[src/shash_pkg.sv]
package shash_pkg;

    localparam int QUEUE_DEPTH_DEF = 4;
    localparam int WORD_BYTES      = 4;
    localparam int BLOCK_BYTES     = 64;
    localparam int LEN_POS         = 56;

    localparam logic [31:0] PAD_WORD = 32'h8000_0000;

    localparam logic [31:0] INIT_H [8] = '{
        32'h6A09E667, 32'hBB67AE85, 32'h3C6EF372, 32'hA54FF53A,
        32'h510E527F, 32'h9B05688C, 32'h1F83D9AB, 32'h5BE0CD19
    };

    typedef struct packed {
        logic [31:0] data_word;
        logic [2:0]  byte_count;
        logic        last;
    } msg_word_t;

    typedef struct packed {
        logic [31:0] digest_word;
        logic [2:0]  word_index;
        logic        digest_last;
    } dig_word_t;

    typedef struct packed {
        logic start;
        logic init;
    } cmp_ctrl_t;

    typedef enum logic [2:0] {
        ST_DATA,
        ST_PAD,
        ST_ZERO,
        ST_LEN_HI,
        ST_LEN_LO,
        ST_FIN,
        ST_OUT
    } back_state_t;

    function automatic logic [31:0] round_k(input logic [5:0] r);
        logic [31:0] k;
        unique case (r)
            6'd0:  k = 32'h428A2F98;
            6'd1:  k = 32'h71374491;
            6'd2:  k = 32'hB5C0FBCF;
            6'd3:  k = 32'hE9B5DBA5;
            6'd4:  k = 32'h3956C25B;
            6'd5:  k = 32'h59F111F1;
            6'd6:  k = 32'h923F82A4;
            6'd7:  k = 32'hAB1C5ED5;
            6'd8:  k = 32'hD807AA98;
            6'd9:  k = 32'h12835B01;
            6'd10: k = 32'h243185BE;
            6'd11: k = 32'h550C7DC3;
            6'd12: k = 32'h72BE5D74;
            6'd13: k = 32'h80DEB1FE;
            6'd14: k = 32'h9BDC06A7;
            6'd15: k = 32'hC19BF174;
            6'd16: k = 32'hE49B69C1;
            6'd17: k = 32'hEFBE4786;
            6'd18: k = 32'h0FC19DC6;
            6'd19: k = 32'h240CA1CC;
            6'd20: k = 32'h2DE92C6F;
            6'd21: k = 32'h4A7484AA;
            6'd22: k = 32'h5CB0A9DC;
            6'd23: k = 32'h76F988DA;
            6'd24: k = 32'h983E5152;
            6'd25: k = 32'hA831C66D;
            6'd26: k = 32'hB00327C8;
            6'd27: k = 32'hBF597FC7;
            6'd28: k = 32'hC6E00BF3;
            6'd29: k = 32'hD5A79147;
            6'd30: k = 32'h06CA6351;
            6'd31: k = 32'h14292967;
            6'd32: k = 32'h27B70A85;
            6'd33: k = 32'h2E1B2138;
            6'd34: k = 32'h4D2C6DFC;
            6'd35: k = 32'h53380D13;
            6'd36: k = 32'h650A7354;
            6'd37: k = 32'h766A0ABB;
            6'd38: k = 32'h81C2C92E;
            6'd39: k = 32'h92722C85;
            6'd40: k = 32'hA2BFE8A1;
            6'd41: k = 32'hA81A664B;
            6'd42: k = 32'hC24B8B70;
            6'd43: k = 32'hC76C51A3;
            6'd44: k = 32'hD192E819;
            6'd45: k = 32'hD6990624;
            6'd46: k = 32'hF40E3585;
            6'd47: k = 32'h106AA070;
            6'd48: k = 32'h19A4C116;
            6'd49: k = 32'h1E376C08;
            6'd50: k = 32'h2748774C;
            6'd51: k = 32'h34B0BCB5;
            6'd52: k = 32'h391C0CB3;
            6'd53: k = 32'h4ED8AA4A;
            6'd54: k = 32'h5B9CCA4F;
            6'd55: k = 32'h682E6FF3;
            6'd56: k = 32'h748F82EE;
            6'd57: k = 32'h78A5636F;
            6'd58: k = 32'h84C87814;
            6'd59: k = 32'h8CC70208;
            6'd60: k = 32'h90BEFFFA;
            6'd61: k = 32'hA4506CEB;
            6'd62: k = 32'hBEF9A3F7;
            6'd63: k = 32'hC67178F2;
        endcase
        return k;
    endfunction

endpackage

[src/shash_front.sv]
module shash_front
    import shash_pkg::*;
#(
    parameter int QUEUE_DEPTH = QUEUE_DEPTH_DEF
)
(
    input  logic      clk,
    input  logic      rst_n,
    input  logic      msg_valid,
    output logic      msg_stall,
    input  msg_word_t msg,
    output logic      q_valid,
    output msg_word_t q_word,
    input  logic      q_pop
);

    localparam int PTR_W = (QUEUE_DEPTH > 1) ? $clog2(QUEUE_DEPTH) : 1;
    localparam int CNT_W = $clog2(QUEUE_DEPTH + 1);
    localparam logic [PTR_W-1:0] LAST_PTR = PTR_W'(QUEUE_DEPTH - 1);
    localparam logic [CNT_W-1:0] FULL_CNT = CNT_W'(QUEUE_DEPTH);

    msg_word_t        slot_reg [QUEUE_DEPTH];
    logic [PTR_W-1:0] wr_ptr_reg, wr_ptr_next;
    logic [PTR_W-1:0] rd_ptr_reg, rd_ptr_next;
    logic [CNT_W-1:0] count_reg, count_next;
    logic             push;
    logic             pop;
    msg_word_t        clean;

    assign msg_stall = (count_reg == FULL_CNT);
    assign push      = msg_valid && !msg_stall;
    assign pop       = q_pop && q_valid;
    assign q_valid   = (count_reg != '0);
    assign q_word    = slot_reg[rd_ptr_reg];

    // over-long byte counts act as a full word
    always_comb
    begin
        clean = msg;
        if (msg.byte_count > 3'(WORD_BYTES))
        begin
            clean.byte_count = 3'(WORD_BYTES);
        end
    end

    always_comb
    begin
        wr_ptr_next = wr_ptr_reg;
        rd_ptr_next = rd_ptr_reg;
        count_next  = count_reg;
        if (push)
        begin
            wr_ptr_next = (wr_ptr_reg == LAST_PTR) ? '0 : wr_ptr_reg + 1'b1;
        end
        if (pop)
        begin
            rd_ptr_next = (rd_ptr_reg == LAST_PTR) ? '0 : rd_ptr_reg + 1'b1;
        end
        if (push && !pop)
        begin
            count_next = count_reg + 1'b1;
        end
        else if (pop && !push)
        begin
            count_next = count_reg - 1'b1;
        end
    end

    always_ff @(posedge clk or negedge rst_n)
    begin
        if (!rst_n)
        begin
            wr_ptr_reg <= '0;
            rd_ptr_reg <= '0;
            count_reg  <= '0;
        end
        else
        begin
            wr_ptr_reg <= wr_ptr_next;
            rd_ptr_reg <= rd_ptr_next;
            count_reg  <= count_next;
        end
    end

    always_ff @(posedge clk)
    begin
        if (push)
        begin
            slot_reg[wr_ptr_reg] <= clean;
        end
    end

`ifndef SYNTH
    a_count_bound: assert property (@(posedge clk) disable iff (!rst_n)
        count_reg <= FULL_CNT)
        else $error("queue count out of range");
    a_count_track: assert property (@(posedge clk) disable iff (!rst_n)
        (push && !pop) |=> (count_reg == $past(count_reg) + 1'b1))
        else $error("queue count missed a push");
`endif

endmodule

[config.mk]
export PLATFORM = sky130hd
export DESIGN_NAME = shash_front
export DESIGN_NICKNAME = d
export VERILOG_FILES = /design/src/shash_pkg.sv /design/src/shash_front.sv
export SDC_FILE = /design/constraint.sdc
export NUM_CORES = 1
export LEC_CHECK = 0
export BUFFER_PORTS_ARGS = -buffer_cell sky130_fd_sc_hd__buf_2
export CAP_MARGIN = 20
export CORE_MARGIN = 3
export CORE_UTILIZATION = 35
export CTS_CLUSTER_DIAMETER = 60
export DETAILED_ROUTE_END_ITERATION = 7
export PLACE_DENSITY = 0.61
export RECOVER_POWER = 25
export SLEW_MARGIN = 20
export SYNTH_ARGS = -nofsm -noshare
export SYNTH_HDL_FRONTEND = slang
export SYNTH_SLANG_ARGS = --single-unit
[constraint.sdc]
create_clock -name clk -period 2.9 [get_ports clk]
set_input_delay 0 -clock clk [delete_from_list [all_inputs] [get_ports clk]]
set_output_delay 0 -clock clk [all_outputs]
set_load 0.02 [all_outputs]
==> flow_summary.ini <==
[status]
status = complete, no violations

[detailed_routing]
routed_wl_um = 10400
first_iter_violations = 148
wl_per_cell_um = 17.8
viasPerCell = 4.53
vias = 2642
drtAntennaViolNets = 0
drc = 0
first_pass_iters = 4

[sta]
max_freq_mhz = 422
post-route-period-util_pct = 81.7
fin_skew_ns = 0.0132
final.setup.tns_ns = 0
tightest_slew_ns = 0.661
rsz0062_at_grt = no
hold_violations = 0
relSlewSlack_pct = 55.9
setup_viol = 0
holdWs_ns = 0.0954
report.final.slew_viol_count = 0
min_period_ns = 2.37

[final_layout]
finalInstanceArea_sq_um = 7190
final_cell_mix = 144 x edfxtp_1, 55 x buf_2, 39 x dlygate4sd3_1, 36 x mux4_2, 26 x clkbuf_1
area_delta_synth_final_pct = 26.9
fin_nets = 409
layout-drive-gt1-share_pct = 36.0
num_antenna_cells = 0
fillCellCount = 1338
final_common_cell = edfxtp_1
largest_register_ffs = 144

[synth]
synth_area_per_cell_sq_um = 24.8
ys_warn_count = 0
synth_nets = 275
ys_types = 23
syn_inst = 228
ys_ff_latch = 151
syn_area_sq_um = 5670
yosysSeqAreaShare_pct = 79.4

[die]
ioPinCount = 78
die-height_um = 133
die-area_sq_um = 17700
fp.dieW_um = 133
initial_core_util_pct = 36.5
rows = 45
coreArea_sq_um = 15500

[clock_tree]
cts_tree = done
clk_pin_slew_worst_paths_ns = 0.06
cts_max_level = 4
clock_latency_ns = 0.42
clock_sinks = 151
postCtsSetupBuffers = 0
cts-root-buf = clkbuf_16
cts_buffer_depth = 2
cts_buffers = 17

[grt]
antenna_found_initial = 0
grt_max_degree = 26
grt_pass1_vias = 2979
track_usage_pct = 12.7
overflow = 0
grt_pass1_wl_um = 16500

[job]
max_cap_violations = 0

[hold_path]
min_path_cells = 3
hp-class = in2reg

[setup_path]
critPathLaunchType = register
reg2reg_depth = 6
path_class = reg2out
end_kind = output pin
worst_ep_required_time_ns = 2.90
cp_max_fo = 19
arrival_ns = 2.37

[placement]
io_buffers = 77
dp_hpwl_um = 6520
gp_congestion = 0.701
place_area_sq_um = 6350

[pwr]
power.density_nw_per_um2 = 1000
irDropWorstVdd_v = 0.000480
power.static_leakage_nw = 2.45
[per-stage QoR]
step,instances,util [%],setup WS [ns],power (mW)
3_5_place_dp,515,40.9,0.793,5.48
4_1_cts,583,46.4,0.440,7.34
2_1_floorplan,228,-,0.326,4.73
3_3_place_gp,515,40.9,0.892,5.45
6_report,583,46.3,0.530,7.21
5_1_grt,583,46.3,0.357,7.58
[worst paths after layout]
check / slack, ns / to / from
setup / recovery: 0.53 / q_word[5] / rd_ptr_reg[0]$_DFFE_PN0P_
hold / removal: 0.1 / slot_reg[3][26]$_DFFE_PP_ / msg_valid
setup reg to reg: 0.79 / count_reg[1]$_DFFE_PN0P_ / count_reg[0]$_DFFE_PN0P_
hold reg to reg: 0.51 / count_reg[2]$_DFFE_PN0P_ / count_reg[2]$_DFFE_PN0P_
max in group asynchronous: 2.09 / rd_ptr_reg[1]$_DFFE_PN0P_ / rst_n
min in group asynchronous: 0.54 / wr_ptr_reg[1]$_DFFE_PN0P_ / rst_n
[report_power, final]
group / internal, mW / total [mW] / switching [mW]
registers: 2.89 / 3.16 / 0.268
logic: 1.01 / 2.25 / 1.24
clock network: 1.06 / 1.80 / 0.746
total: 4.95 / 7.21 / 2.25
[cell families after synthesis]
family | share of synthesized area, %
adder cells (fa/ha/maj) | 1.68
buffers and inverters | 1.57
XOR/XNOR | 0.464
multiplexers | 15.3
flip-flops | 79.4
AND/OR/NAND/NOR | 1.57
[repair_timing]
item                       4_1_cts  5_1_grt
hold endpoints to repair       153        0
resized for setup                0        0
hold buffers                    39        0
setup endpoints to repair        0        0
[cells in the mapped netlist]
| library cell | number | area, sq um |
|---|---|---|
| and2_1 | 3 | 18.8 |
| buf_12 | 1 | 20.0 |
| buf_2 | 4 | 20.0 |
| buf_4 | 1 | 7.51 |
| buf_6 | 1 | 11.3 |
| buf_8 | 1 | 15.0 |
| clkbuf_1 | 1 | 3.75 |
| dfrtp_1 | 7 | 175 |
| edfxtp_1 | 144 | 4320 |
| fa_1 | 1 | 20.0 |
| ha_1 | 6 | 75.1 |
| inv_1 | 3 | 11.3 |
| mux2_2 | 5 | 56.3 |
| mux4_2 | 36 | 811 |
| nand2_1 | 1 | 3.75 |
| nand2_2 | 1 | 6.26 |
| nor2_1 | 4 | 15.0 |
| nor2b_1 | 2 | 12.5 |
| nor2b_2 | 1 | 8.76 |
| nor3b_2 | 1 | 12.5 |
| or3_4 | 1 | 11.3 |
| xnor2_1 | 1 | 8.76 |
| xor2_1 | 2 | 17.5 |
[layer usage]
| metal | GRT usage (%) | vias to the layer above | routed length, um |
|---|---|---|---|
| met5 | 0 | - | 0 |
| met4 | 6.11 | 0 | 165 |
| met3 | 4.38 | 13 | 565 |
| met2 | 19.9 | 69 | 5130 |
| met1 | 15.8 | 1343 | 4490 |
| li1 | - | 1217 | - |
[layout make-up]
cell class,instances,area (sq um),share of cell area (%)
Inverter,3,11.3,0.157
Clock buffer,21,440,6.13
Tap cell,211,264,3.67
Clock inverter,8,36.3,0.505
Sequential cell,151,4500,62.6
Multi-Input combinational cell,65,1090,15.1
Timing Repair Buffer,124,846,11.8
[critical path: stages, from the launching register on]
cell and delay (ns):
dfrtp_2 0.77, buf_4 0.42, mux4_2 0.57, buf_2 0.18
Note: power is estimated with default switching activity, not from simulation.
