<file path="src/shash_pkg.sv">
package shash_pkg;

    localparam int QUEUE_DEPTH_DEF = 4;
    localparam int WORD_BYTES      = 4;
    localparam int BLOCK_BYTES     = 64;
    localparam int LEN_POS         = 56;

    localparam logic [31:0] PAD_WORD = 32'h8000_0000;

    localparam logic [31:0] INIT_H [8] = '{
        32'h6A09E667, 32'hBB67AE85, 32'h3C6EF372, 32'hA54FF53A,
        32'h510E527F, 32'h9B05688C, 32'h1F83D9AB, 32'h5BE0CD19
    };

    typedef struct packed {
        logic [31:0] data_word;
        logic [2:0]  byte_count;
        logic        last;
    } msg_word_t;

    typedef struct packed {
        logic [31:0] digest_word;
        logic [2:0]  word_index;
        logic        digest_last;
    } dig_word_t;

    typedef struct packed {
        logic start;
        logic init;
    } cmp_ctrl_t;

    typedef enum logic [2:0] {
        ST_DATA,
        ST_PAD,
        ST_ZERO,
        ST_LEN_HI,
        ST_LEN_LO,
        ST_FIN,
        ST_OUT
    } back_state_t;

    function automatic logic [31:0] round_k(input logic [5:0] r);
        logic [31:0] k;
        unique case (r)
            6'd0:  k = 32'h428A2F98;
            6'd1:  k = 32'h71374491;
            6'd2:  k = 32'hB5C0FBCF;
            6'd3:  k = 32'hE9B5DBA5;
            6'd4:  k = 32'h3956C25B;
            6'd5:  k = 32'h59F111F1;
            6'd6:  k = 32'h923F82A4;
            6'd7:  k = 32'hAB1C5ED5;
            6'd8:  k = 32'hD807AA98;
            6'd9:  k = 32'h12835B01;
            6'd10: k = 32'h243185BE;
            6'd11: k = 32'h550C7DC3;
            6'd12: k = 32'h72BE5D74;
            6'd13: k = 32'h80DEB1FE;
            6'd14: k = 32'h9BDC06A7;
            6'd15: k = 32'hC19BF174;
            6'd16: k = 32'hE49B69C1;
            6'd17: k = 32'hEFBE4786;
            6'd18: k = 32'h0FC19DC6;
            6'd19: k = 32'h240CA1CC;
            6'd20: k = 32'h2DE92C6F;
            6'd21: k = 32'h4A7484AA;
            6'd22: k = 32'h5CB0A9DC;
            6'd23: k = 32'h76F988DA;
            6'd24: k = 32'h983E5152;
            6'd25: k = 32'hA831C66D;
            6'd26: k = 32'hB00327C8;
            6'd27: k = 32'hBF597FC7;
            6'd28: k = 32'hC6E00BF3;
            6'd29: k = 32'hD5A79147;
            6'd30: k = 32'h06CA6351;
            6'd31: k = 32'h14292967;
            6'd32: k = 32'h27B70A85;
            6'd33: k = 32'h2E1B2138;
            6'd34: k = 32'h4D2C6DFC;
            6'd35: k = 32'h53380D13;
            6'd36: k = 32'h650A7354;
            6'd37: k = 32'h766A0ABB;
            6'd38: k = 32'h81C2C92E;
            6'd39: k = 32'h92722C85;
            6'd40: k = 32'hA2BFE8A1;
            6'd41: k = 32'hA81A664B;
            6'd42: k = 32'hC24B8B70;
            6'd43: k = 32'hC76C51A3;
            6'd44: k = 32'hD192E819;
            6'd45: k = 32'hD6990624;
            6'd46: k = 32'hF40E3585;
            6'd47: k = 32'h106AA070;
            6'd48: k = 32'h19A4C116;
            6'd49: k = 32'h1E376C08;
            6'd50: k = 32'h2748774C;
            6'd51: k = 32'h34B0BCB5;
            6'd52: k = 32'h391C0CB3;
            6'd53: k = 32'h4ED8AA4A;
            6'd54: k = 32'h5B9CCA4F;
            6'd55: k = 32'h682E6FF3;
            6'd56: k = 32'h748F82EE;
            6'd57: k = 32'h78A5636F;
            6'd58: k = 32'h84C87814;
            6'd59: k = 32'h8CC70208;
            6'd60: k = 32'h90BEFFFA;
            6'd61: k = 32'hA4506CEB;
            6'd62: k = 32'hBEF9A3F7;
            6'd63: k = 32'hC67178F2;
        endcase
        return k;
    endfunction

endpackage

</file>
<file path="src/shash_compress.sv">
module shash_compress
    import shash_pkg::*;
(
    input  logic         clk,
    input  logic         rst_n,
    input  cmp_ctrl_t    ctrl,
    input  logic [511:0] block,
    output logic         busy,
    output logic [255:0] chain
);

    logic [31:0] chain_reg [8];
    logic [31:0] chain_next [8];
    logic [31:0] v_reg [8];
    logic [31:0] v_next [8];
    logic [31:0] w_reg [16];
    logic [31:0] w_next [16];
    logic [6:0]  rnd_reg, rnd_next;
    logic        busy_reg, busy_next;
    logic [31:0] t1;
    logic [31:0] t2;
    logic [31:0] w_new;

    function automatic logic [31:0] rotr(input logic [31:0] x, input int n);
        return (x >> n) | (x << (32 - n));
    endfunction

    assign t1 = v_reg[7]
              + (rotr(v_reg[4], 6) ^ rotr(v_reg[4], 11) ^ rotr(v_reg[4], 25))
              + ((v_reg[4] & v_reg[5]) ^ (~v_reg[4] & v_reg[6]))
              + round_k(rnd_reg[5:0]) + w_reg[0];
    assign t2 = (rotr(v_reg[0], 2) ^ rotr(v_reg[0], 13) ^ rotr(v_reg[0], 22))
              + ((v_reg[0] & v_reg[1]) ^ (v_reg[0] & v_reg[2]) ^ (v_reg[1] & v_reg[2]));
    assign w_new = (rotr(w_reg[14], 17) ^ rotr(w_reg[14], 19) ^ (w_reg[14] >> 10))
                 + w_reg[9]
                 + (rotr(w_reg[1], 7) ^ rotr(w_reg[1], 18) ^ (w_reg[1] >> 3))
                 + w_reg[0];

    assign busy = busy_reg;

    always_comb
    begin
        for (int j = 0; j < 8; j++)
        begin
            chain[255 - 32 * j -: 32] = chain_reg[j];
        end
    end

    always_comb
    begin
        chain_next = chain_reg;
        v_next     = v_reg;
        w_next     = w_reg;
        rnd_next   = rnd_reg;
        busy_next  = busy_reg;
        if (ctrl.init)
        begin
            chain_next = INIT_H;
        end
        if (ctrl.start)
        begin
            for (int i = 0; i < 16; i++)
            begin
                w_next[i] = block[511 - 32 * i -: 32];
            end
            v_next    = chain_reg;
            rnd_next  = '0;
            busy_next = 1'b1;
        end
        else if (busy_reg)
        begin
            if (rnd_reg[6])
            begin
                for (int j = 0; j < 8; j++)
                begin
                    chain_next[j] = chain_reg[j] + v_reg[j];
                end
                busy_next = 1'b0;
            end
            else
            begin
                v_next[7] = v_reg[6];
                v_next[6] = v_reg[5];
                v_next[5] = v_reg[4];
                v_next[4] = v_reg[3] + t1;
                v_next[3] = v_reg[2];
                v_next[2] = v_reg[1];
                v_next[1] = v_reg[0];
                v_next[0] = t1 + t2;
                for (int i = 0; i < 15; i++)
                begin
                    w_next[i] = w_reg[i + 1];
                end
                w_next[15] = w_new;
                rnd_next   = rnd_reg + 1'b1;
            end
        end
    end

    always_ff @(posedge clk or negedge rst_n)
    begin
        if (!rst_n)
        begin
            chain_reg <= INIT_H;
            rnd_reg   <= '0;
            busy_reg  <= 1'b0;
        end
        else
        begin
            chain_reg <= chain_next;
            rnd_reg   <= rnd_next;
            busy_reg  <= busy_next;
        end
    end

    always_ff @(posedge clk)
    begin
        v_reg <= v_next;
        w_reg <= w_next;
    end

`ifndef SYNTH
    a_start_idle: assert property (@(posedge clk) disable iff (!rst_n)
        ctrl.start |-> !busy_reg)
        else $error("block started while compressing");
`endif

endmodule

</file>
<file path="config.mk">
export PLATFORM = sky130hd
export DESIGN_NAME = shash_compress
export DESIGN_NICKNAME = d
export VERILOG_FILES = /design/src/shash_pkg.sv /design/src/shash_compress.sv
export SDC_FILE = /design/constraint.sdc
export NUM_CORES = 2
export LEC_CHECK = 0
export BUFFER_PORTS_ARGS = -buffer_cell sky130_fd_sc_hd__buf_4
export CAP_MARGIN = 20
export CELL_PAD_IN_SITES_DETAIL_PLACEMENT = 0
export CELL_PAD_IN_SITES_GLOBAL_PLACEMENT = 1
export CORE_MARGIN = 3
export CORE_UTILIZATION = 40
export CTS_CLUSTER_DIAMETER = 50
export CTS_CLUSTER_SIZE = 40
export DETAILED_ROUTE_END_ITERATION = 16
export GPL_TIMING_DRIVEN = 0
export PLACE_DENSITY = 0.72
export SLEW_MARGIN = 0
export SYNTH_ARGS = -nofsm -noshare
export SYNTH_HDL_FRONTEND = slang
export SYNTH_SLANG_ARGS = --single-unit
</file>
<file path="constraint.sdc">
create_clock -name clk -period 15.8 [get_ports clk]
set_clock_uncertainty 0.2 [all_clocks]
set_input_delay 0.79 -clock clk [delete_from_list [all_inputs] [get_ports clk]]
set_output_delay 0.79 -clock clk [all_outputs]
set_load 0.01 [all_outputs]
</file>
==> flow_metrics.py <==
metrics = {
    "worst_hold_path": {
        "min_path_type": "input pin to flop",
        "min_to": "w_reg[377]$_DFFE_PP_",
        "min_from": "block[377]",
        "min_path_cells": 2,
    },
    "clock_network": {
        "ctsResizeCount": 0,
        "cts_sinks": 1032,
        "clockRootBuffer": "clkbuf_16",
        "clkTransAtPathRegs_ns": 0.07,
        "clockBufferDepth": 3,
        "h-tree-depth": 4,
        "cts_tree": "yes",
        "clk_latency_ns": 0.85,
        "cts_buffers": 147,
    },
    "synthesis": {
        "ys_ff_latch": 1032,
        "yosysUniqueCellTypes": 85,
        "synth-main-ff-cell": "edfxtp_1",
        "yosysWarningCount": 0,
        "syn_nets": 7682,
        "synthCells": 6578,
        "synth.avg_cell_area_sq_um": 10.71,
        "seq_area_frac_synth": 0.4234,
        "synthArstFlopShare": 0.2558,
        "synth_edf_count": 768,
        "synth_area_sq_mm": 0.07048,
    },
    "grt": {
        "grt_max_degree": 100,
        "grt_antenna_before_repair": 44,
        "grt_pass1_wl_um": 450300,
        "grt_pass1_vias": 57190,
        "track_usage": 0.3556,
        "gr-total-overflow": 0,
    },
    "timing": {
        "maxSlewHeadroom": 0.08543,
        "slew_violations": 0,
        "finalHoldViolCount": 0,
        "worst_slew_pin_slew_ns": 1.358,
        "min_period_ns": 12.20,
        "rsz0062_at_grt": "no",
        "period_share": 0.7723,
        "setup_viol": 0,
        "max_freq_mhz": 81.95,
    },
    "routing": {
        "first_pass_iters": 5,
        "drt_wl_total_um": 331100,
        "wire_per_inst_um": 32.97,
        "drc_errors": 0,
        "vias_per_cell": 5.900,
        "ant_nets": 0,
        "vias": 59260,
        "drt_iter0_markers": 6723,
    },
    "setup_path": {
        "critPathKind": "flop to flop",
        "ff2ff_path_depth": 36,
        "reg2reg_slack_ns": 3.60,
        "endpoint_kind": "flop",
        "cp_max_fo": 12,
        "crit_arrival_ns": 12.54,
        "cp-start-kind": "flop",
        "worst_path_max_delay_cell": "o41ai_1",
        "slowest_delay_ns": 0.73,
        "worst_ep_required_time_ns": 16.14,
        "timing.rr.start": "rnd_reg[1]$_DFFE_PN0P_",
        "r2r-end": "v_reg[255]$_DFFE_PP_",
        "crit_start": "rnd_reg[1]$_DFFE_PN0P_",
        "critPathTopFamily": "compound AO/OA/AOI/OAI gates",
        "cp.buffers_inverters": 7,
    },
    "flow_run": {
        "maxCapViolCount": 0,
    },
    "floorplanning": {
        "io_pins": 773,
        "die_w_um": 425.7,
        "core.rowCount": 153,
        "die_h_um": 425.7,
        "core-area_sq_mm": 0.1746,
        "start_util": 0.4037,
        "dieArea_sq_mm": 0.1813,
    },
    "final_layout": {
        "design_area_sq_mm": 0.08562,
        "drive_above_1_share": 0.2534,
        "nets": 8673,
        "largest_reg_flops": 512,
        "area_delta_synth_final_pct": 21.49,
    },
    "placement": {
        "place_area_sq_mm": 0.08007,
        "port_buffers": 772,
        "gp_congestion": 1.015,
        "detailedPlacementHpwl_um": 264400,
    },
    "outcome": {
        "outcome": "finished clean",
    },
}
## per-layer routing
layer | vias to the layer above | global-route usage | share of wire
met4 | 14 | 0.1487 | 0.046
met2 | 2945 | 0.5253 | 0.43
met5 | - | 0.004570 | 0.00061
met3 | 568 | 0.1055 | 0.10
met1 | 29860 | 0.4841 | 0.42
li1 | 25870 | - | -
## how the worst max path moves through the flow
stage | cells past startpoint | slack [ns] | endpoint
after floorplan | 4 | 3.96 | v_reg[0]$_DFFE_PP_
after global placement | 5 | -4.09 | w_reg[313]$_DFFE_PP_
after detailed placement | 36 | 4.02 | v_reg[255]$_DFFE_PP_
after CTS | 36 | 3.98 | v_reg[255]$_DFFE_PP_
after global routing | 36 | 3.45 | v_reg[255]$_DFFE_PP_
final | 36 | 3.60 | v_reg[255]$_DFFE_PP_
## worst register-to-register path, delay by kind of cell, from the launching register on
kind / cells / cell delay (ns)
DFF: 1 / 0.67
buffers and inverters: 7 / 2.65
adders and majority gates: 5 / 2.10
and+or+nand+nor: 5 / 1.50
AOI/OAI and AO/OA: 16 / 3.85
xor gates and xnor gates: 3 / 0.92
## cells in the mapped netlist, drive strengths merged (160+ instances only)
master    n  area, sq um
ha      393         4917
a21oi   406         2032
a21o    160         1201
nand2   371         1393
mux2    676         7612
fa      195         3904
nand3   181        905.9
clkbuf  265        996.0
inv     503         1888
edfxtp  768        23060
xnor2   304         2663
o21ai   611         3058
nor2    252        945.9
xor2    263         2303
## logic make-up (layout without fill, tap and decap cells)
group,count (synthesis),after routing,share of synthesized area
AOI/OAI and AO/OA,1657,1657,0.1432
xor gates and xnor gates,568,568,0.07078
adders and majority gates,591,591,0.1256
buffers and inverters,803,1920,0.04284
DFF,1032,1032,0.4234
muxes,698,698,0.1120
other,0,25,0
and+or+nand+nor,1229,1229,0.08220
## cell usage in the layout, fill, tap and decap left out, types with 19 or more instances in the layout
cell type	instances
clkbuf_16	148
o21a_1	58
xor2_1	263
xnor2_1	304
buf_16	20
dlygate4sd3_1	29
or3_1	34
buf_1	32
dfrtp_1	128
dfstp_2	136
nor2b_1	46
fa_1	195
clkbuf_1	263
inv_1	502
and3_1	37
a21o_1	160
buf_4	772
nand2b_1	58
mux2_2	676
o21bai_1	50
nand4_1	27
o211ai_1	41
nor2_1	251
o21ai_0	606
ha_1	393
a31oi_1	43
nor3_1	145
nand3_1	181
buf_8	19
nand2_1	371
a211oi_1	58
diode_2	25
o31ai_1	42
a21boi_0	19
a21oi_1	406
edfxtp_1	768
## layout make-up
class | instances | area (sq um)
Fill cell | 16280 | 88970
Buffer | 299 | 1149
Sequential cell | 1032 | 29840
Multi-Input combinational cell | 4743 | 37620
Clock buffer | 163 | 3770
Antenna cell | 25 | 62.56
Inverter | 504 | 1892
Clock inverter | 112 | 1430
Tap cell | 2325 | 2909
Timing Repair Buffer | 842 | 6949
## metrics by stage
stage / TNS (ns) / utilization / setup slack, ns / hold WS, ns / cells
after floorplan: 0 / - / 3.960 / 0.2890 / 6578
after detailed placement: 0 / 0.4586 / 4.020 / 0.3292 / 9716
after CTS: 0 / 0.4901 / 3.976 / 0.0003569 / 10020
after global routing: 0 / 0.4903 / 3.446 / 0.02074 / 10040
after global placement: -3025.59 / 0.4535 / -4.090 / 0.3068 / 9675
final: 0 / 0.4904 / 3.598 / 0.04754 / 10050
## repair_timing
item / 4_1_cts / 5_1_grt
endpoints found under the hold margin: 67 / 0
hold buffers: 29 / 0
setup buffers: 0 / 0
Power is left out: the tool's default activity adds up to more than one toggle a clock period on the data nets, which glitch-free logic cannot reach.
