File: config.mk
export PLATFORM = sky130hd
export DESIGN_NAME = shash_back
export DESIGN_NICKNAME = d
export VERILOG_FILES = /design/src/shash_pkg.sv /design/src/shash_back.sv
export SDC_FILE = /design/constraint.sdc
export NUM_CORES = 1
export LEC_CHECK = 0
export BUFFER_PORTS_ARGS = -buffer_cell sky130_fd_sc_hd__clkbuf_2
export CORE_AREA = 2 2 330 332
export DETAILED_ROUTE_END_ITERATION = 10
export DIE_AREA = 0 0 332 334
export GPL_ROUTABILITY_DRIVEN = 0
export PLACE_DENSITY_LB_ADDON = 0.08
export SLEW_MARGIN = 10
export SYNTH_ARGS = -nofsm -noshare
export SYNTH_HDL_FRONTEND = slang
export SYNTH_SLANG_ARGS = --single-unit
File: constraint.sdc
create_clock -name clk -period 32.4 [get_ports clk]
set_clock_uncertainty 0.15 [all_clocks]
set_input_delay 3.24 -clock clk [delete_from_list [all_inputs] [get_ports clk]]
set_output_delay 3.24 -clock clk [all_outputs]
set_load 0.01 [all_outputs]
File: src/shash_pkg.sv
package shash_pkg;

    localparam int QUEUE_DEPTH_DEF = 4;
    localparam int WORD_BYTES      = 4;
    localparam int BLOCK_BYTES     = 64;
    localparam int LEN_POS         = 56;

    localparam logic [31:0] PAD_WORD = 32'h8000_0000;

    localparam logic [31:0] INIT_H [8] = '{
        32'h6A09E667, 32'hBB67AE85, 32'h3C6EF372, 32'hA54FF53A,
        32'h510E527F, 32'h9B05688C, 32'h1F83D9AB, 32'h5BE0CD19
    };

    typedef struct packed {
        logic [31:0] data_word;
        logic [2:0]  byte_count;
        logic        last;
    } msg_word_t;

    typedef struct packed {
        logic [31:0] digest_word;
        logic [2:0]  word_index;
        logic        digest_last;
    } dig_word_t;

    typedef struct packed {
        logic start;
        logic init;
    } cmp_ctrl_t;

    typedef enum logic [2:0] {
        ST_DATA,
        ST_PAD,
        ST_ZERO,
        ST_LEN_HI,
        ST_LEN_LO,
        ST_FIN,
        ST_OUT
    } back_state_t;

    function automatic logic [31:0] round_k(input logic [5:0] r);
        logic [31:0] k;
        unique case (r)
            6'd0:  k = 32'h428A2F98;
            6'd1:  k = 32'h71374491;
            6'd2:  k = 32'hB5C0FBCF;
            6'd3:  k = 32'hE9B5DBA5;
            6'd4:  k = 32'h3956C25B;
            6'd5:  k = 32'h59F111F1;
            6'd6:  k = 32'h923F82A4;
            6'd7:  k = 32'hAB1C5ED5;
            6'd8:  k = 32'hD807AA98;
            6'd9:  k = 32'h12835B01;
            6'd10: k = 32'h243185BE;
            6'd11: k = 32'h550C7DC3;
            6'd12: k = 32'h72BE5D74;
            6'd13: k = 32'h80DEB1FE;
            6'd14: k = 32'h9BDC06A7;
            6'd15: k = 32'hC19BF174;
            6'd16: k = 32'hE49B69C1;
            6'd17: k = 32'hEFBE4786;
            6'd18: k = 32'h0FC19DC6;
            6'd19: k = 32'h240CA1CC;
            6'd20: k = 32'h2DE92C6F;
            6'd21: k = 32'h4A7484AA;
            6'd22: k = 32'h5CB0A9DC;
            6'd23: k = 32'h76F988DA;
            6'd24: k = 32'h983E5152;
            6'd25: k = 32'hA831C66D;
            6'd26: k = 32'hB00327C8;
            6'd27: k = 32'hBF597FC7;
            6'd28: k = 32'hC6E00BF3;
            6'd29: k = 32'hD5A79147;
            6'd30: k = 32'h06CA6351;
            6'd31: k = 32'h14292967;
            6'd32: k = 32'h27B70A85;
            6'd33: k = 32'h2E1B2138;
            6'd34: k = 32'h4D2C6DFC;
            6'd35: k = 32'h53380D13;
            6'd36: k = 32'h650A7354;
            6'd37: k = 32'h766A0ABB;
            6'd38: k = 32'h81C2C92E;
            6'd39: k = 32'h92722C85;
            6'd40: k = 32'hA2BFE8A1;
            6'd41: k = 32'hA81A664B;
            6'd42: k = 32'hC24B8B70;
            6'd43: k = 32'hC76C51A3;
            6'd44: k = 32'hD192E819;
            6'd45: k = 32'hD6990624;
            6'd46: k = 32'hF40E3585;
            6'd47: k = 32'h106AA070;
            6'd48: k = 32'h19A4C116;
            6'd49: k = 32'h1E376C08;
            6'd50: k = 32'h2748774C;
            6'd51: k = 32'h34B0BCB5;
            6'd52: k = 32'h391C0CB3;
            6'd53: k = 32'h4ED8AA4A;
            6'd54: k = 32'h5B9CCA4F;
            6'd55: k = 32'h682E6FF3;
            6'd56: k = 32'h748F82EE;
            6'd57: k = 32'h78A5636F;
            6'd58: k = 32'h84C87814;
            6'd59: k = 32'h8CC70208;
            6'd60: k = 32'h90BEFFFA;
            6'd61: k = 32'hA4506CEB;
            6'd62: k = 32'hBEF9A3F7;
            6'd63: k = 32'hC67178F2;
        endcase
        return k;
    endfunction

endpackage

File: src/shash_back.sv
module shash_back
    import shash_pkg::*;
(
    input  logic         clk,
    input  logic         rst_n,
    input  logic         q_valid,
    input  msg_word_t    q_word,
    output logic         q_pop,
    output cmp_ctrl_t    cmp,
    output logic [511:0] block,
    input  logic         busy,
    input  logic [255:0] chain,
    output logic         dig_valid,
    input  logic         dig_stall,
    output dig_word_t    dig
);

    back_state_t  state_reg, state_next;
    logic [6:0]   fill_reg, fill_next;
    logic [1:0]   off_reg, off_next;
    logic [63:0]  bitlen_reg, bitlen_next;
    logic [2:0]   idx_reg, idx_next;
    logic         dig_valid_reg, dig_valid_next;
    dig_word_t    dig_reg, dig_next;
    logic [511:0] buf_reg, buf_next;
    logic [31:0]  src;
    logic [2:0]   n;
    logic [2:0]   k;
    logic [6:0]   room;
    logic [6:0]   gap;
    logic         flush;
    logic         emit;

    assign room  = 7'(BLOCK_BYTES) - fill_reg;
    assign k     = ({4'b0, n} < room) ? n : room[2:0];
    assign flush = (fill_reg == 7'(BLOCK_BYTES)) && !busy;
    assign emit  = (state_reg == ST_OUT) && (!dig_valid_reg || !dig_stall);
    assign gap   = ((fill_reg <= 7'(LEN_POS)) ? 7'(LEN_POS) : 7'(BLOCK_BYTES)) - fill_reg;

    assign block     = buf_reg;
    assign dig_valid = dig_valid_reg;
    assign dig       = dig_reg;

    // byte source for this cycle
    always_comb
    begin
        src = '0;
        n   = '0;
        unique case (state_reg)
            ST_DATA:
            begin
                if (q_valid)
                begin
                    src = q_word.data_word << {off_reg, 3'b000};
                    n   = q_word.byte_count - {1'b0, off_reg};
                end
            end
            ST_PAD:
            begin
                src = PAD_WORD;
                n   = 3'd1;
            end
            ST_ZERO:
            begin
                n = (gap > 7'(WORD_BYTES)) ? 3'(WORD_BYTES) : gap[2:0];
            end
            ST_LEN_HI:
            begin
                src = bitlen_reg[63:32];
                n   = 3'(WORD_BYTES);
            end
            ST_LEN_LO:
            begin
                src = bitlen_reg[31:0];
                n   = 3'(WORD_BYTES);
            end
            ST_FIN, ST_OUT:
            begin
                n = '0;
            end
            default:
            begin
                n = '0;
            end
        endcase
    end

    always_comb
    begin
        state_next     = state_reg;
        off_next       = off_reg;
        bitlen_next    = bitlen_reg;
        idx_next       = idx_reg;
        dig_valid_next = dig_valid_reg;
        dig_next       = dig_reg;
        q_pop          = 1'b0;
        cmp.start      = flush;
        cmp.init       = 1'b0;
        fill_next      = (flush ? 7'd0 : fill_reg) + {4'b0, k};

        case (k)
            3'd1:    buf_next = {buf_reg[503:0], src[31:24]};
            3'd2:    buf_next = {buf_reg[495:0], src[31:16]};
            3'd3:    buf_next = {buf_reg[487:0], src[31:8]};
            3'd4:    buf_next = {buf_reg[479:0], src};
            default: buf_next = buf_reg;
        endcase

        if (dig_valid_reg && !dig_stall)
        begin
            dig_valid_next = 1'b0;
        end

        unique case (state_reg)
            ST_DATA:
            begin
                bitlen_next = bitlen_reg + {58'b0, k, 3'b000};
                if (q_valid)
                begin
                    if (k == n)
                    begin
                        q_pop    = 1'b1;
                        off_next = '0;
                        if (q_word.last)
                        begin
                            state_next = ST_PAD;
                        end
                    end
                    else
                    begin
                        off_next = off_reg + k[1:0];
                    end
                end
            end
            ST_PAD:
            begin
                if (k == n)
                begin
                    state_next = ST_ZERO;
                end
            end
            ST_ZERO:
            begin
                if (fill_reg == 7'(LEN_POS))
                begin
                    state_next = ST_LEN_HI;
                end
            end
            ST_LEN_HI:
            begin
                if (k == n)
                begin
                    state_next = ST_LEN_LO;
                end
            end
            ST_LEN_LO:
            begin
                if (k == n)
                begin
                    state_next = ST_FIN;
                end
            end
            ST_FIN:
            begin
                if (fill_reg == '0 && !busy)
                begin
                    state_next = ST_OUT;
                end
            end
            ST_OUT:
            begin
                if (emit)
                begin
                    dig_valid_next       = 1'b1;
                    dig_next.digest_word = chain[255 - 32 * idx_reg -: 32];
                    dig_next.word_index  = idx_reg;
                    dig_next.digest_last = (idx_reg == 3'd7);
                    idx_next             = idx_reg + 1'b1;
                    if (idx_reg == 3'd7)
                    begin
                        cmp.init    = 1'b1;
                        bitlen_next = '0;
                        state_next  = ST_DATA;
                    end
                end
            end
            default:
            begin
                state_next = ST_DATA;
            end
        endcase
    end

    always_ff @(posedge clk or negedge rst_n)
    begin
        if (!rst_n)
        begin
            state_reg     <= ST_DATA;
            fill_reg      <= '0;
            off_reg       <= '0;
            bitlen_reg    <= '0;
            idx_reg       <= '0;
            dig_valid_reg <= 1'b0;
        end
        else
        begin
            state_reg     <= state_next;
            fill_reg      <= fill_next;
            off_reg       <= off_next;
            bitlen_reg    <= bitlen_next;
            idx_reg       <= idx_next;
            dig_valid_reg <= dig_valid_next;
        end
    end

    always_ff @(posedge clk)
    begin
        buf_reg <= buf_next;
        dig_reg <= dig_next;
    end

`ifndef SYNTH
    a_fill_bound: assert property (@(posedge clk) disable iff (!rst_n)
        fill_reg <= 7'(BLOCK_BYTES))
        else $error("block fill out of range");
    a_out_idle: assert property (@(posedge clk) disable iff (!rst_n)
        (state_reg == ST_OUT) |-> (!busy && fill_reg == '0))
        else $error("digest read while a block is pending");
    a_last_done: assert property (@(posedge clk) disable iff (!rst_n)
        (emit && idx_reg == 3'd7) |=> (state_reg == ST_DATA && bitlen_reg == '0))
        else $error("no restart after final digest word");
`endif

endmodule

==> impl_metrics.py, run 1 <==
metrics = {
    "min_path": {
        "hold_depth": 1,
        "min-delay-start": "fill_reg[4]",
        "hold_path_class": "flop to flop",
        "hold-path-endpoint": "fill_reg[4]",
    },
    "setup_path": {
        "crit_fanout": 68,
        "crit_type": "input pin to flop",
        "r2r_slack_ps": 22900,
        "r2r-start": "fill_reg[0]",
        "critPathLaunchType": "input pin",
        "arrival_ps": 10730,
        "r2r_cells": 22,
        "crit_path_end_kind": "flop",
        "reg2reg_to": "block[295]",
        "cp.required_ps": 32530,
    },
    "route": {
        "drtIter0Drc": 3123,
        "routedWlPerCell_um": 26.18,
        "via_per_inst": 5.728,
        "finalWirelength_mm": 153.6,
        "drc_errors": 0,
        "vias": 33610,
        "drt.antenna.violating_nets": 0,
        "drt_first_pass_iters": 7,
    },
    "clock_network": {
        "cts_tree": "done",
        "insertion_delay_ps": 650,
        "hold_buffers": 0,
        "cts_resized": 0,
        "numCtsBuffers": 79,
        "root_buffer": "clkbuf_16",
        "cts_htree_levels": 3,
        "post-cts-setup-buffers": 0,
        "clkTransAtPathRegs_ps": 60,
        "cts_buffer_depth": 3,
        "clock_sinks": 625,
    },
    "placement": {
        "hpwl_mm": 104.6,
        "place.port_buffers": 848,
    },
    "sta": {
        "hold_violations": 0,
        "slew_viol_final": 95,
        "fmax_ghz": 0.09432,
        "max-slew-margin-rel_pct": -4.980,
        "fin_crit_ps": 10600,
        "rsz0062_at_grt": "false",
        "setup_tns_ps": 0,
        "timing.final.crit_share_pct": 32.72,
        "setup-violations-final": 0,
        "tightestPinTransition_ps": 1575,
    },
    "logic_synthesis": {
        "ys.flop_type": "edfxtp_1",
        "synth_fa_ha_area_share_pct": 0.7277,
        "synthSimpleGateAreaFrac_pct": 10.55,
        "synth_compound_area_share_pct": 20.38,
        "synth-edff-count": 548,
        "synth_xor_area_share_pct": 1.425,
        "avgSynthCellArea_um2": 10.08,
        "async_reset_ff_share_pct": 12.32,
        "ys_types": 62,
        "syn_area_mm2": 0.03748,
        "ys_ff_latch": 625,
        "synth_top_family_by_area": "compound AO/OA/AOI/OAI gates",
        "synthMuxAreaShare_pct": 11.28,
        "yosysSeqAreaShare_pct": 49.05,
        "postSynthCellCount": 3717,
        "syn_nets": 4034,
        "yosys_warnings": 0,
    },
    "floorplanning": {
        "die_h_um": 334,
        "pin_count": 849,
        "die_area_mm2": 0.1109,
        "rows": 121,
        "coreArea_mm2": 0.1078,
        "fp.dieW_um": 332,
        "start_util_pct": 34.77,
    },
    "finish": {
        "syn2layout_area_growth_pct": 20.83,
        "largest_reg_flops": 512,
        "fin_nets": 4696,
        "layout_commonest_cell": "clkbuf_2",
        "utilization_pct": 42.01,
        "drive_gt1_share_pct": 25.40,
        "seq_area_mm2": 0.01839,
        "multi_input_area_mm2": 0.01674,
        "mostFrequentLayoutCells": "clkbuf_2, edfxtp_1, nand2_1, a21oi_1, inv_1",
        "fillCellCount": 10640,
    },
    "global_route": {
        "grt_pass1_vias": 32230,
        "grt_use_total_pct": 26.51,
        "grt_first_pass_wirelength_mm": 223.9,
        "antenna_found_initial": 11,
        "grt_max_degree": 221,
        "grt.overflow.total": 0,
    },
    "status": {
        "violations": "max-slew violations",
        "outcome": "complete, but fails checks",
    },
    "flow_run": {
        "cap_viol_max_count": 0,
    },
}
[how the worst max path moves through the flow]
stage	from	to	slack (ps)	cells after the start
after floorplan	q_word[1]	block[0]	10490	17
after global placement	q_word[1]	block[398]	21120	20
after detailed placement	q_word[1]	block[398]	21080	20
after CTS	q_word[1]	block[264]	21820	20
after global routing	q_word[1]	block[287]	21300	20
final	q_word[1]	block[295]	21800	20
[per-layer routing]
metal	wire length [um]	track usage, %	part of all wire [%]	vias to the layer above
met5	13	0	0.0085	-
met4	6443	11.36	4.2	2
met1	61600	33.43	40	16740
met3	10510	5.201	6.8	215
met2	75050	44.29	49	1345
li1	-	-	-	15310
[metrics by stage]
step,area (um^2),hold slack [ps],std cells,worst slack [ps]
after detailed placement,42780,378.4,5712,21080
after global routing,45290,418.7,5867,21300
after floorplan,37490,301.3,3717,10490
after global placement,42780,372.2,5712,21120
final,45290,395.8,5868,21800
after CTS,45270,387.1,5859,21820
[layout make-up]
type / instances / share of cell area, %
Tap cell: 1414 / 3.907
Clock buffer: 103 / 4.586
Timing Repair Buffer: 894 / 10.27
Sequential cell: 625 / 40.60
Antenna cell: 9 / 0.04973
Clock inverter: 44 / 0.8979
Inverter: 326 / 2.719
Multi-Input combinational cell: 2453 / 36.97
[critical path: stages]
cell and delay, ps:
clkbuf_2 70, inv_1 30, ha_1 190, fa_1 370, xor2_1 190, a21oi_1 100
o31ai_1 420, inv_1 170, nand2_1 100, ha_1 240, a21o_1 200, o21ai_0 390
nand4_1 270, nand2_1 520, xnor2_4 190, buf_4 660, buf_4 760, buf_4 850
buf_4 820, buf_4 690
[cell families after synthesis]
family                     count (synthesis)
DFF                                      625
xor gates and xnor gates                  61
adders and majority gates                 20
AOI/OAI and AO/OA                       1085
buffers and inverters                    639
and+or+nand+nor                          950
muxes                                    337
[synthesized netlist by cell type, types with 4 or more instances]
| master | instances | area share, % |
|---|---|---|
| o211ai_1 | 4 | 0.080 |
| o21ai_0 | 181 | 2.4 |
| a22oi_1 | 136 | 2.7 |
| nand4_1 | 14 | 0.23 |
| a222oi_1 | 24 | 0.64 |
| and4_1 | 6 | 0.14 |
| nor3_1 | 12 | 0.16 |
| mux2i_1 | 229 | 6.1 |
| nand3_1 | 93 | 1.2 |
| dfrtp_1 | 77 | 5.1 |
| and2_1 | 8 | 0.13 |
| xor2_1 | 38 | 0.89 |
| edfxtp_1 | 548 | 44 |
| a22o_1 | 4 | 0.093 |
| o221ai_1 | 229 | 5.4 |
| a21oi_1 | 329 | 4.4 |
| or3_1 | 10 | 0.17 |
| o22a_1 | 4 | 0.093 |
| nor4_1 | 4 | 0.067 |
| a21o_1 | 4 | 0.080 |
| nor2b_1 | 11 | 0.18 |
| buf_1 | 39 | 0.39 |
| buf_2 | 56 | 0.75 |
| and3_1 | 9 | 0.15 |
| ha_1 | 17 | 0.57 |
| o2bb2ai_1 | 5 | 0.12 |
| clkbuf_1 | 217 | 2.2 |
| nand2_1 | 505 | 5.1 |
| mux4_2 | 64 | 3.8 |
| inv_1 | 324 | 3.2 |
| mux2_2 | 44 | 1.3 |
| a221o_1 | 147 | 3.9 |
| nor2_1 | 261 | 2.6 |
| xnor2_1 | 23 | 0.54 |
Power of run 1 is not shown: default switching activity piles up to over one toggle a cycle in this logic, so the estimate is an artifact.
==> inputs of run 2 (changes only) <==
==> constraint.sdc (replaced) <==
create_clock -name clk -period 9.9 [get_ports clk]
set_clock_uncertainty 0.15 [all_clocks]
set_input_delay 0.99 -clock clk [delete_from_list [all_inputs] [get_ports clk]]
set_output_delay 0.99 -clock clk [all_outputs]
set_load 0.01 [all_outputs]
==> run 2 against run 1 <==
Compared with the run above: the run now ends clean; setup slack worse by 19000 ps; global-route usage is 0.27 points higher; critical path depth is 7 higher; hold slack worse by 170 ps; final cell count is 0.14% lower; die area stayed put; via count is 0.12% lower; final area is 0.23% higher; sequential share of layout area is 0.093 points lower; first-iteration DRC count is 4.3% higher; critical path type is now flop to flop; critical endpoint is now bitlen_reg[63]; highest routed layer unchanged.
==> impl_metrics.py, run 2 (synthesis results as in run 1) <==
metrics = {
    "status": {
        "outcome": "finished clean",
    },
    "setup_path": {
        "crit_fanout": 10,
        "slowest_stage": "nor3_1",
        "worstSetupStartpoint": "fill_reg[0]",
        "reg2reg_to": "bitlen_reg[63]",
        "cpPeakStageDelay_ps": 690,
        "crit_path_end_kind": "flop",
        "cpMostUsedCell": "o21ai_0",
        "cp.required_ps": 10260,
        "arrival_ps": 7380,
        "crit_type": "flop to flop",
        "r2r-start": "fill_reg[0]",
        "r2r_cells": 27,
        "r2r_slack_ps": 2880,
        "path_buf_inv": 3,
        "path_delay_family": "simple AND/OR/NAND/NOR gates",
        "critPathLaunchType": "flop",
    },
    "clock_network": {
        "cts_htree_levels": 3,
        "post-cts-setup-buffers": 0,
        "hold_buffers": 0,
        "root_buffer": "clkbuf_16",
        "cts_buffer_depth": 3,
        "clock_sinks": 625,
        "insertion_delay_ps": 660,
        "clkTransAtPathRegs_ps": 60,
        "cts_resized": 0,
        "cts_tree": "done",
        "numCtsBuffers": 80,
    },
    "route": {
        "finalWirelength_mm": 154.6,
        "vias": 33570,
        "via_per_inst": 5.729,
        "drtIter0Drc": 3256,
        "drt.antenna.violating_nets": 0,
        "drt_first_pass_iters": 6,
        "routedWlPerCell_um": 26.38,
        "drc_errors": 0,
    },
    "finish": {
        "syn2layout_area_growth_pct": 21.11,
        "drive_gt1_share_pct": 25.50,
        "layout_commonest_cell": "clkbuf_2",
        "instances_no_fill": 5860,
        "design_area_mm2": 0.04539,
        "fillCellCount": 10670,
        "largest_reg_flops": 512,
        "mostFrequentLayoutCells": "clkbuf_2, edfxtp_1, nand2_1, a21oi_1, inv_1",
        "fin_nets": 4689,
    },
    "floorplanning": {
        "coreArea_mm2": 0.1078,
        "rows": 121,
        "fp.dieW_um": 332,
        "die_h_um": 334,
        "start_util_pct": 34.77,
        "pin_count": 849,
        "die_area_mm2": 0.1109,
    },
    "sta": {
        "fin_crit_ps": 7019,
        "max-slew-margin-rel_pct": 20.93,
        "timing.final.crit_share_pct": 70.90,
        "tightestPinTransition_ps": 1170,
        "hold_violations": 0,
        "fmax_ghz": 0.1425,
        "slew_viol_final": 0,
        "setup-violations-final": 0,
        "rsz0062_at_grt": "false",
    },
    "global_route": {
        "grt_pass1_vias": 32590,
        "grt_use_total_pct": 26.78,
        "grt.overflow.total": 0,
        "antenna_found_initial": 14,
        "grt_first_pass_wirelength_mm": 226.0,
        "grt_max_degree": 192,
    },
    "min_path": {
        "hold_path_class": "input pin to async pin",
    },
    "placement": {
        "placed_cells": 5704,
        "hpwl_mm": 104.1,
        "post_dp_cell_area_mm2": 0.04287,
        "place.port_buffers": 848,
    },
    "flow_run": {
        "cap_viol_max_count": 0,
    },
}
## run 2: changes by cell type in the layout (fill, tap and decap cells not counted), sizes merged
cell / before / now
inv: 329 / 328
bufinv: 6 / 4
buf: 47 / 39
diode: 9 / 10
clkbuf: 950 / 952
## run 2: worst reg2reg max path: cells and delay by family (launching register included)
family	cells	cell delay, ps
flops	1	570
compound gates	7	1360
simple gates	12	2960
xor+xnor	1	160
buf+inv	3	490
fa+ha+maj	4	1180
## run 2: worst max-delay path by stage
stage	slack [ps]	cells past startpoint	to
after floorplan	-3120	21	block[0]
after global placement	2780	26	bitlen_reg[63]
after detailed placement	2790	26	bitlen_reg[63]
after CTS	2830	28	bitlen_reg[63]
after global routing	2070	27	bitlen_reg[61]
final	2880	27	bitlen_reg[63]
## run 2: layout make-up
type                            instances  area [um^2]  share of cell area [%]
Clock inverter                         41        339.1                  0.7470
Antenna cell                           10        25.02                 0.05513
Timing Repair Buffer                  886         4679                   10.31
Sequential cell                       625        18390                   40.51
Tap cell                             1414         1769                   3.898
Multi-Input combinational cell       2453        16800                   37.01
Clock buffer                          105         2157                   4.752
Inverter                              326         1234                   2.718
## run 2: metal layers
layer / global-route usage (%) / share of wire (%) / routed length, um
met5: 0 / 0.023 / 36
met4: 11.30 / 4.3 / 6579
met3: 5.323 / 7.2 / 11090
met2: 44.68 / 49 / 75130
met1: 33.85 / 40 / 61740
## run 2: stage by stage
step           hold WS [ps]  util [%]  worst slack (ps)  setup TNS (ps)
2_1_floorplan         301.3         -             -3122        -1598360
3_3_place_gp          367.8     39.77              2776               0
3_5_place_dp          369.5     39.77              2786               0
4_1_cts               207.2     42.09              2829               0
5_1_grt               252.4     42.11              2072               0
6_report              221.4     42.11              2881               0
Power of run 2 is left out for the same reason.
